<file path="src/rtl/tsmh_pkg.sv">
// ----------------------------------------------------------------------------
// tsmh_pkg
// Shared types and constants for the timestamp min-heap queue: request and
// response payloads, field widths and action codes.
// ----------------------------------------------------------------------------
`timescale 1ns / 1ps
`default_nettype none

package tsmh_pkg;

   // Fixed field widths of the request and response channels
   localparam int TS_BITS       = 64;
   localparam int PAY_PORT_BITS = 32;
   localparam int CNT_PORT_BITS = 7;

   // Action codes
   localparam logic ACT_PUSH = 1'b0;
   localparam logic ACT_POP  = 1'b1;

   typedef struct packed {
      logic                     action;
      logic [TS_BITS-1:0]       new_timestamp;
      logic [PAY_PORT_BITS-1:0] new_payload;
   } req_type;

   typedef struct packed {
      logic                     ok;
      logic [TS_BITS-1:0]       popped_timestamp;
      logic [PAY_PORT_BITS-1:0] popped_payload;
      logic [CNT_PORT_BITS-1:0] count_after;
      logic                     head_valid;
      logic [TS_BITS-1:0]       head_timestamp;
      logic [PAY_PORT_BITS-1:0] head_payload;
   } rsp_type;

endpackage

`default_nettype wire

</file>
<file path="src/rtl/tsmh_cmp.sv">
// ----------------------------------------------------------------------------
// tsmh_cmp
// Shared timestamp comparator: flags a strictly earlier timestamp.
// ----------------------------------------------------------------------------
`timescale 1ns / 1ps
`default_nettype none

module tsmh_cmp
   import tsmh_pkg::*;
(
   input  wire logic [TS_BITS-1:0] ts_a,
   input  wire logic [TS_BITS-1:0] ts_b,
   output logic                    earlier
);

   // Flag a strictly before b; ties do not count
   assign earlier = (ts_a < ts_b);

endmodule

`default_nettype wire

</file>
<file path="config.mk">
export PLATFORM = sky130hd
export DESIGN_NAME = tsmh_cmp
export DESIGN_NICKNAME = d
export VERILOG_FILES = /design/src/rtl/tsmh_pkg.sv /design/src/rtl/tsmh_cmp.sv
export SDC_FILE = /design/constraint.sdc
export NUM_CORES = 1
export LEC_CHECK = 0
export BUFFER_PORTS_ARGS = -buffer_cell sky130_fd_sc_hd__buf_2
export CAP_MARGIN = 20
export CORE_UTILIZATION = 45
export DETAILED_ROUTE_END_ITERATION = 8
export GPL_TIMING_DRIVEN = 0
export PLACE_DENSITY = 0.91
export SYNTH_ARGS = -nofsm -noshare
export SYNTH_HDL_FRONTEND = slang
export SYNTH_SLANG_ARGS = --single-unit
</file>
<file path="constraint.sdc">
create_clock -name vclk -period 3.1
set_clock_uncertainty 0.1 [all_clocks]
set_input_delay 0.465 -clock vclk [all_inputs]
set_output_delay 0.465 -clock vclk [all_outputs]
set_load 0.005 [all_outputs]
</file>
==> results of run 1 <==
report_power, final:
part / total, uW / internal, uW / switching [uW]
sequential: 0 / 0 / 0
clock: 0 / 0 / 0
combinational: 257 / 138 / 119
cells by family (layout without fill, tap and decap cells):
group | Yosys count | in the layout | synth area share
buffers and inverters | 64 | 193 | 0.151
AND/OR/NAND/NOR | 52 | 52 | 0.171
adder cells (fa/ha/maj) | 63 | 63 | 0.495
AO/OA/AOI/OAI | 49 | 49 | 0.183
area by class of cell:
class | count | area [um2] | share of cell area
inverters | 64 | 240 | 0.105
well taps | 46 | 57.6 | 0.0251
multi-input cells | 164 | 1350 | 0.589
repair buffers | 129 | 646 | 0.281
cell usage in the layout, fill, tap and decap left out, types with 2 or more instances in the layout:
cell      netlist  layout
a21o_1          2       2
a31oi_1         2       2
nand2b_1        2       2
a21oi_1        26      26
ha_1           63      63
inv_1          64      64
nand2_1        20      20
nor2_1          7       7
buf_2           0     129
o21ai_0         8       8
and4_1          4       4
nand4_1         6       6
nand3_1         6       6
metal layers:
layer  track usage  vias up  part of all wire
met1         0.194      815              0.38
met4        0.0349        0            0.0054
met2         0.435       86              0.54
met3        0.0147        4             0.071
met5             0        -                 0
li1              -     1044                 -
worst max-delay path, cell delays in order:
cell and delay (ps):
buf_2 100, ha_1 280, a2111oi_0 450, o32a_1 250, nand4b_1 120, a31oi_1 240, o31a_1 140, buf_2 110
stage by stage:
step / utilization / std cells / cell area [um2] / setup WS, ps / power, uW
floorplan: - / 228 / 1590 / 667 / 142
global placement: 0.682 / 403 / 2290 / 433 / 246
detailed placement: 0.682 / 403 / 2290 / 394 / 259
CTS: 0.682 / 403 / 2290 / 395 / 261
global route: 0.682 / 403 / 2290 / 216 / 302
finish: 0.682 / 403 / 2290 / 389 / 257
how the worst max path moves through the flow:
stage              from       to  cells past startpoint
2_1_floorplan  ts_b[38]  earlier                      8
3_3_place_gp   ts_a[38]  earlier                      9
3_5_place_dp    ts_a[1]  earlier                      8
4_1_cts         ts_a[1]  earlier                      8
5_1_grt         ts_a[1]  earlier                      8
6_report        ts_a[1]  earlier                      8
==> results.md, run 1 <==
- Outcome: finished clean
- # rows: 21
- Hold path depth: 5
- First-pass GRT wire length: 5.82 mm
- Mapped Area: 0.00159 mm2
- Post-CTS setup buffer count: 0
- Post-route ant nets: 0
- Post_cts resized: 0
- Vias in the first global route: 1632
- Via Count: 1949
- Top cell type's share of synthesized area: 0.495
- Period utilisation layout: 0.874
- Leakage power: 0.00152 uW
- GR Overflow Total: 0
- Final routed DRC violation total: 0
- Final setup TNS: 0 ps
- N_diodes: 0
- Mapped Cells: 228
- Initial Utilization: 0.473
- Synth area leaders: ha_1 (50%), inv_1 (15%), a21oi_1 (8.2%)
- PortBufs: 129
- Post-synthesis sequential area ratio: 0
- Slew HR: 0.690
- Routability Congestion: 0.818
- Hold Fails Final Rpt: 0
- Synth area leader: ha_1
- 1st-iter DRT viols: 31
- Area Overhead vs Synth: 44.2%
- Crit path DAT: 2150 ps
- Worst VDD drop: 0.0561 mV
- Core area: 0.00336 mm2
- I/O pins: 129
- Drt total wl: 3.89 mm
- FFs & Latches: 0
- RSZ-0062 raised after global routing: false
- Worst Path Max Fanout: 1
- Worst setup SP type: input pin
- Hold_sp: ts_a[62]
- Worst hold slack: 1330 ps
- Vias per cell: 4.84
- Critical path data required time: 2530 ps
- Fill cell count: 294
- Syn_nets: 419
- Mean Syn Cell Area: 6.98 um2
- Placed wire-length estimate: 3.76 mm
- Die height: 61.5 um
- Max-capacitance violation count: 0
- HP Class: in2out
- Final setup fails: 0
- Gr usage total: 0.197
- Cell variety after synth: 30
- Hold Buf Count CTS: 0
- Fmax: 369 MHz
- Die Width: 61.5 um
- 1st-pass router iterations: 4
- Largest net degree at the start of global routing: 4
- CP Class: in2out
- Sequential cell area: 0 um2
- Commonest cells in the netlist: inv_1 (64), ha_1 (63), a21oi_1 (26)
- Final max-slew violation count: 0
- Power per cell area: 112 mW/mm2
- Initial antenna violation count: 0
- Die ar.: 0.00378 mm2
- Tightest Pin Transition: 453 ps
- Crit. End Element: primary output
- Clock buf count: 0
- Net total in the final layout: 550
- Share of cells above drive strength 1: 0.373
- Final min period: 2710 ps
- Ys Warns: 0
- Min-Delay Endpoint: earlier
- Most frequent cell after synthesis: inv_1
- Drt wl/cell: 9.66 um
Note: power is estimated with default switching activity, not from simulation.
==> run 2: changes to the inputs <==
--- a/config.mk
+++ b/config.mk
@@ -7,10 +7,10 @@
 export LEC_CHECK = 0
 export BUFFER_PORTS_ARGS = -buffer_cell sky130_fd_sc_hd__buf_2
 export CAP_MARGIN = 20
-export CORE_UTILIZATION = 45
+export CORE_UTILIZATION = 35
 export DETAILED_ROUTE_END_ITERATION = 8
 export GPL_TIMING_DRIVEN = 0
-export PLACE_DENSITY = 0.91
+export PLACE_DENSITY = 0.73
 export SYNTH_ARGS = -nofsm -noshare
 export SYNTH_HDL_FRONTEND = slang
 export SYNTH_SLANG_ARGS = --single-unit
==> results.md, run 2 (synthesis gave the netlist of run 1 again) <==
- Top Metal Used: met4 (unchanged)
- Tightest Pin Transition: 387 ps (was 453 ps)
- Fill cell count: 442 (was 294)
- Via Count: 1942 (was 1949)
- M1 WL: 1.63 mm (was 1.48 mm)
- Critical path's largest stage delay: 360 ps (was 450 ps)
- Worst VDD drop: 0.0413 mV (was 0.0561 mV)
- Period utilisation layout: 0.877 (was 0.874)
- Critical Path, Cell by Cell: buf_2 > ha_1 > a21o_1 > a221o_1 > a211oi_2 > a32oi_1 > a31oi_1 > o31a_1 > buf_2 (was buf_2 > ha_1 > a2111oi_0 > o32a_1 > nand4b_1 > a31oi_1 > o31a_1 > buf_2)
- Core area: 0.00435 mm2 (was 0.00336 mm2)
- Leakage power: 0.00152 uW (unchanged)
- Share of cells above drive strength 1: 0.373 (unchanged)
- CP most frequent cell: buf_2 (unchanged)
- Vias in the first global route: 1826 (was 1632)
- Hold path depth: 5 (unchanged)
- Most frequent cells in the layout: buf_2 (129), inv_1 (64), ha_1 (63) (unchanged)
- Sequential cell area: 0 um2 (unchanged)
- Post-CTS setup buffer count: 0 (unchanged)
- Area of all placed cells without fillers: 0.00230 mm2 (was 0.00229 mm2)
- Clock buf count: 0 (unchanged)
- Routability Congestion: 0.778 (was 0.818)
- Outcome: finished clean (unchanged)
- First-pass GRT wire length: 6.93 mm (was 5.82 mm)
- Met2 routed WL: 1.89 mm (was 2.11 mm)
- I/O pins: 129 (unchanged)
- Vias per cell: 4.75 (was 4.84)
- Crit-path slowest cell: a221o_1 (was a2111oi_0)
- 1st-pass router iterations: 6 (was 4)
- Post-route ant nets: 0 (unchanged)
- Final routed DRC violation total: 0 (unchanged)
- Final min period: 2720 ps (was 2710 ps)
- Worst setup SP type: input pin (unchanged)
- N_diodes: 0 (unchanged)
- Hold Fails Final Rpt: 0 (unchanged)
- Hold_sp: ts_a[62] (unchanged)
- Gr usage total: 0.163 (was 0.197)
- Crit. End Element: primary output (unchanged)
- Die Width: 69.4 um (was 61.5 um)
- Post_cts resized: 0 (unchanged)
- Crit path DAT: 2150 ps (about the same)
- Fin cells: 409 (was 403)
- Final setup fails: 0 (unchanged)
- Drt total wl: 3.92 mm (was 3.89 mm)
- Final max-slew violation count: 0 (unchanged)
- 1st-iter DRT viols: 12 (was 31)
- Largest net degree at the start of global routing: 4 (unchanged)
- PortBufs: 129 (unchanged)
- Worst hold slack: 1350 ps (was 1330 ps)
- Post-DP Area: 0.00230 mm2 (was 0.00229 mm2)
- Critical path data required time: 2530 ps (about the same)
- Die ar.: 0.00482 mm2 (was 0.00378 mm2)
- Hold Buf Count CTS: 0 (unchanged)
- Placed Cells: 409 (was 403)
- HP Class: in2out (unchanged)
- Slew HR: 0.740 (was 0.690)
- Area Overhead vs Synth: 44.7% (was 44.2%)
- Initial Utilization: 0.366 (was 0.473)
- Net total in the final layout: 550 (unchanged)
- CP Class: in2out (unchanged)
- Fmax: 368 MHz (was 369 MHz)
- Placed wire-length estimate: 3.84 mm (was 3.76 mm)
- Max-capacitance violation count: 0 (unchanged)
- Drt wl/cell: 9.58 um (was 9.66 um)
- Initial antenna violation count: 0 (unchanged)
- Worst Path Max Fanout: 2 (was 1)
- Most common cell after layout, fill and taps aside: buf_2 (unchanged)
- DR WL met3: 351 um (was 277 um)
- # rows: 24 (was 21)
- Final setup TNS: 0 ps (unchanged)
- RSZ-0062 raised after global routing: false (unchanged)
- Die height: 69.4 um (was 61.5 um)
- GR Overflow Total: 0 (unchanged)
- FFs & Latches: 0 (unchanged)
- Power per cell area: 111 mW/mm2 (was 112 mW/mm2)
- Min-Delay Endpoint: earlier (unchanged)
==> run 2: per-layer routing <==
| metal | GRT usage | vias up |
|---|---|---|
| li1 | - | 1043 |
| met5 | 0 | - |
| met1 | 0.193 | 813 |
| met3 | 0.0247 | 4 |
| met4 | 0.0136 | 0 |
| met2 | 0.315 | 82 |
==> run 2: power breakdown <==
part	total [uW]	internal [uW]	switching [uW]	leakage, uW
Clock	0	0	0	0
Sequential	0	0	0	0
Combinational	255	138	117	0.00152
==> run 2: worst max path at each step <==
stage,startpoint,to,slack [ps],cells after the start
6_report,ts_a[38],earlier,380,9
5_1_grt,ts_b[30],earlier,270,10
4_1_cts,ts_a[38],earlier,360,9
3_5_place_dp,ts_a[38],earlier,370,9
3_3_place_gp,ts_a[38],earlier,380,9
2_1_floorplan,ts_b[38],earlier,670,8
==> run 2: cell type report <==
| cell class | instances | area [um2] | share of cell area |
|---|---|---|---|
| Timing Repair Buffer | 129 | 646 | 0.280 |
| Inverter | 64 | 240 | 0.104 |
| Multi-Input combinational cell | 164 | 1350 | 0.587 |
| Tap cell | 52 | 65.1 | 0.0283 |
==> run 2: stage by stage <==
stage | setup slack (ps) | total power, uW | utilization
global placement | 384 | 250 | 0.529
CTS | 362 | 261 | 0.529
global route | 272 | 301 | 0.529
detailed placement | 367 | 259 | 0.529
finish | 381 | 255 | 0.529
floorplan | 667 | 142 | -
==> run 2: worst max-delay path, delay by kind of cell <==
kind	cells	cell delay (ps)
fa+ha+maj	1	290
buf+inv	2	210
compound gates	6	1180
==> run 3: changes to the inputs <==
--- a/config.mk
+++ b/config.mk
@@ -10,6 +10,7 @@
 export CORE_UTILIZATION = 35
 export DETAILED_ROUTE_END_ITERATION = 8
 export GPL_TIMING_DRIVEN = 0
+export MAX_ROUTING_LAYER = met4
 export PLACE_DENSITY = 0.73
 export SYNTH_ARGS = -nofsm -noshare
 export SYNTH_HDL_FRONTEND = slang
==> results.md, run 3 (synthesis gave the netlist of run 1 again) <==
- Initial Utilization: 0.366 (unchanged)
- Int Pwr: 138 uW (about the same)
- Flop pwr share: 0 (about the same)
- Largest net degree at the start of global routing: 4 (unchanged)
- Die height: 69.4 um (unchanged)
- Crit path DAT: 2150 ps (about the same)
- DP Worst Slack: 367 ps (unchanged)
- Power per cell area: 111 mW/mm2 (about the same)
- Leakage power: 0.00152 uW (unchanged)
- Final min period: 2720 ps (unchanged)
- PortBufs: 129 (unchanged)
- Post-route ant nets: 0 (unchanged)
- Initial antenna violation count: 0 (unchanged)
- Drt wl/cell: 9.59 um (was 9.58 um)
- Net total in the final layout: 550 (unchanged)
- Drt total wl: 3.92 mm (about the same)
- Core area: 0.00435 mm2 (unchanged)
- Slew HR: 0.740 (unchanged)
- 1st-pass router iterations: 6 (unchanged)
- Via Count: 1942 (unchanged)
- Most common cell after layout, fill and taps aside: buf_2 (unchanged)
- Net switching power: 117 uW (about the same)
- Tightest Pin Transition: 387 ps (unchanged)
- Hold Fails Final Rpt: 0 (unchanged)
- HP Class: in2out (unchanged)
- Final setup fails: 0 (unchanged)
- CP Class: in2out (unchanged)
- # rows: 24 (unchanged)
- Final setup TNS: 0 ps (unchanged)
- Period utilisation layout: 0.877 (unchanged)
- Area Overhead vs Synth: 44.7% (unchanged)
- Post-CTS setup buffer count: 0 (unchanged)
- Max-capacitance violation count: 0 (unchanged)
- Outcome: finished clean (unchanged)
- Gr usage total: 0.167 (was 0.163)
- Die ar.: 0.00482 mm2 (unchanged)
- Worst Path Max Fanout: 2 (unchanged)
- Vias per cell: 4.75 (unchanged)
- Sequential cell area: 0 um2 (unchanged)
- Post_cts resized: 0 (unchanged)
- Critical path data required time: 2530 ps (about the same)
- Final routed DRC violation total: 0 (unchanged)
- GR Overflow Total: 0 (unchanged)
- Share of cells above drive strength 1: 0.373 (unchanged)
- Fmax: 368 MHz (unchanged)
- RSZ-0062 raised after global routing: false (unchanged)
- FFs & Latches: 0 (unchanged)
- Die Width: 69.4 um (unchanged)
- 1st-iter DRT viols: 12 (unchanged)
- Switch share: 0.460 (about the same)
- Final WS setup: 381 ps (unchanged)
- Placed Cells: 409 (unchanged)
- Clock buf count: 0 (unchanged)
- First-pass GRT wire length: 6.93 mm (unchanged)
- Routability Congestion: 0.789 (was 0.778)
- Most frequent cells in the layout: buf_2 (129), inv_1 (64), ha_1 (63) (unchanged)
- I/O pins: 129 (unchanged)
- Placed wire-length estimate: 3.84 mm (unchanged)
- Worst VDD drop: 0.0413 mV (about the same)
- N_diodes: 0 (unchanged)
- Crit. End Element: primary output (unchanged)
- Fin cells: 409 (unchanged)
- Hold Buf Count CTS: 0 (unchanged)
- Final max-slew violation count: 0 (unchanged)
- Gate power share: 1.000 (about the same)
- Worst setup SP type: input pin (unchanged)
- Clock network power share: 0 (about the same)
- Vias in the first global route: 1826 (unchanged)
run 3: cell counts in the layout (fill, tap and decap cells not counted):
No cell type changed its count.
run 3: worst paths after layout:
path	end	slack, ps	start	cells past startpoint
worst max-delay path	earlier	380	ts_a[38]	9
worst min-delay path	earlier	1350	ts_a[62]	5
run 3: routing by layer:
metal | vias to the layer above | part of all wire | wire length, um | track usage
li1 | 1043 | - | - | -
met1 | 813 | 0.42 | 1660 | 0.197
met2 | 82 | 0.48 | 1890 | 0.315
met3 | 4 | 0.083 | 325 | 0.0189
met4 | 0 | 0.010 | 40 | 0.0136
met5 | - | 0 | 0 | -
run 3: per-stage QoR:
step           hold slack, ps  utilization  area [um2]  total power (uW)
3_5_place_dp             1350        0.529        2300               259
3_3_place_gp             1340        0.529        2300               250
6_report                 1350        0.529        2300               255
2_1_floorplan            1120            -        1590               142
4_1_cts                  1360        0.529        2300               261
5_1_grt                  1390        0.529        2300               301
run 3: critical path, cell delays in order:
cell	delay, ps
buf_2	100
ha_1	290
a21o_1	180
a221o_1	360
a211oi_2	210
a32oi_1	110
a31oi_1	160
o31a_1	160
buf_2	110
run 3: power by group through the flow:
stage	clock network (uW)	logic (uW)	registers, uW
floorplan	0	142	0
global placement	0	250	0
detailed placement	0	259	0
CTS	0	261	0
global route	0	301	0
finish	0	255	0
run 3: final cells by class:
cell class | count | area [um2]
repair buffers | 129 | 646
well taps | 52 | 65.1
multi-input cells | 164 | 1350
inverters | 64 | 240
fillers | 442 | 2050
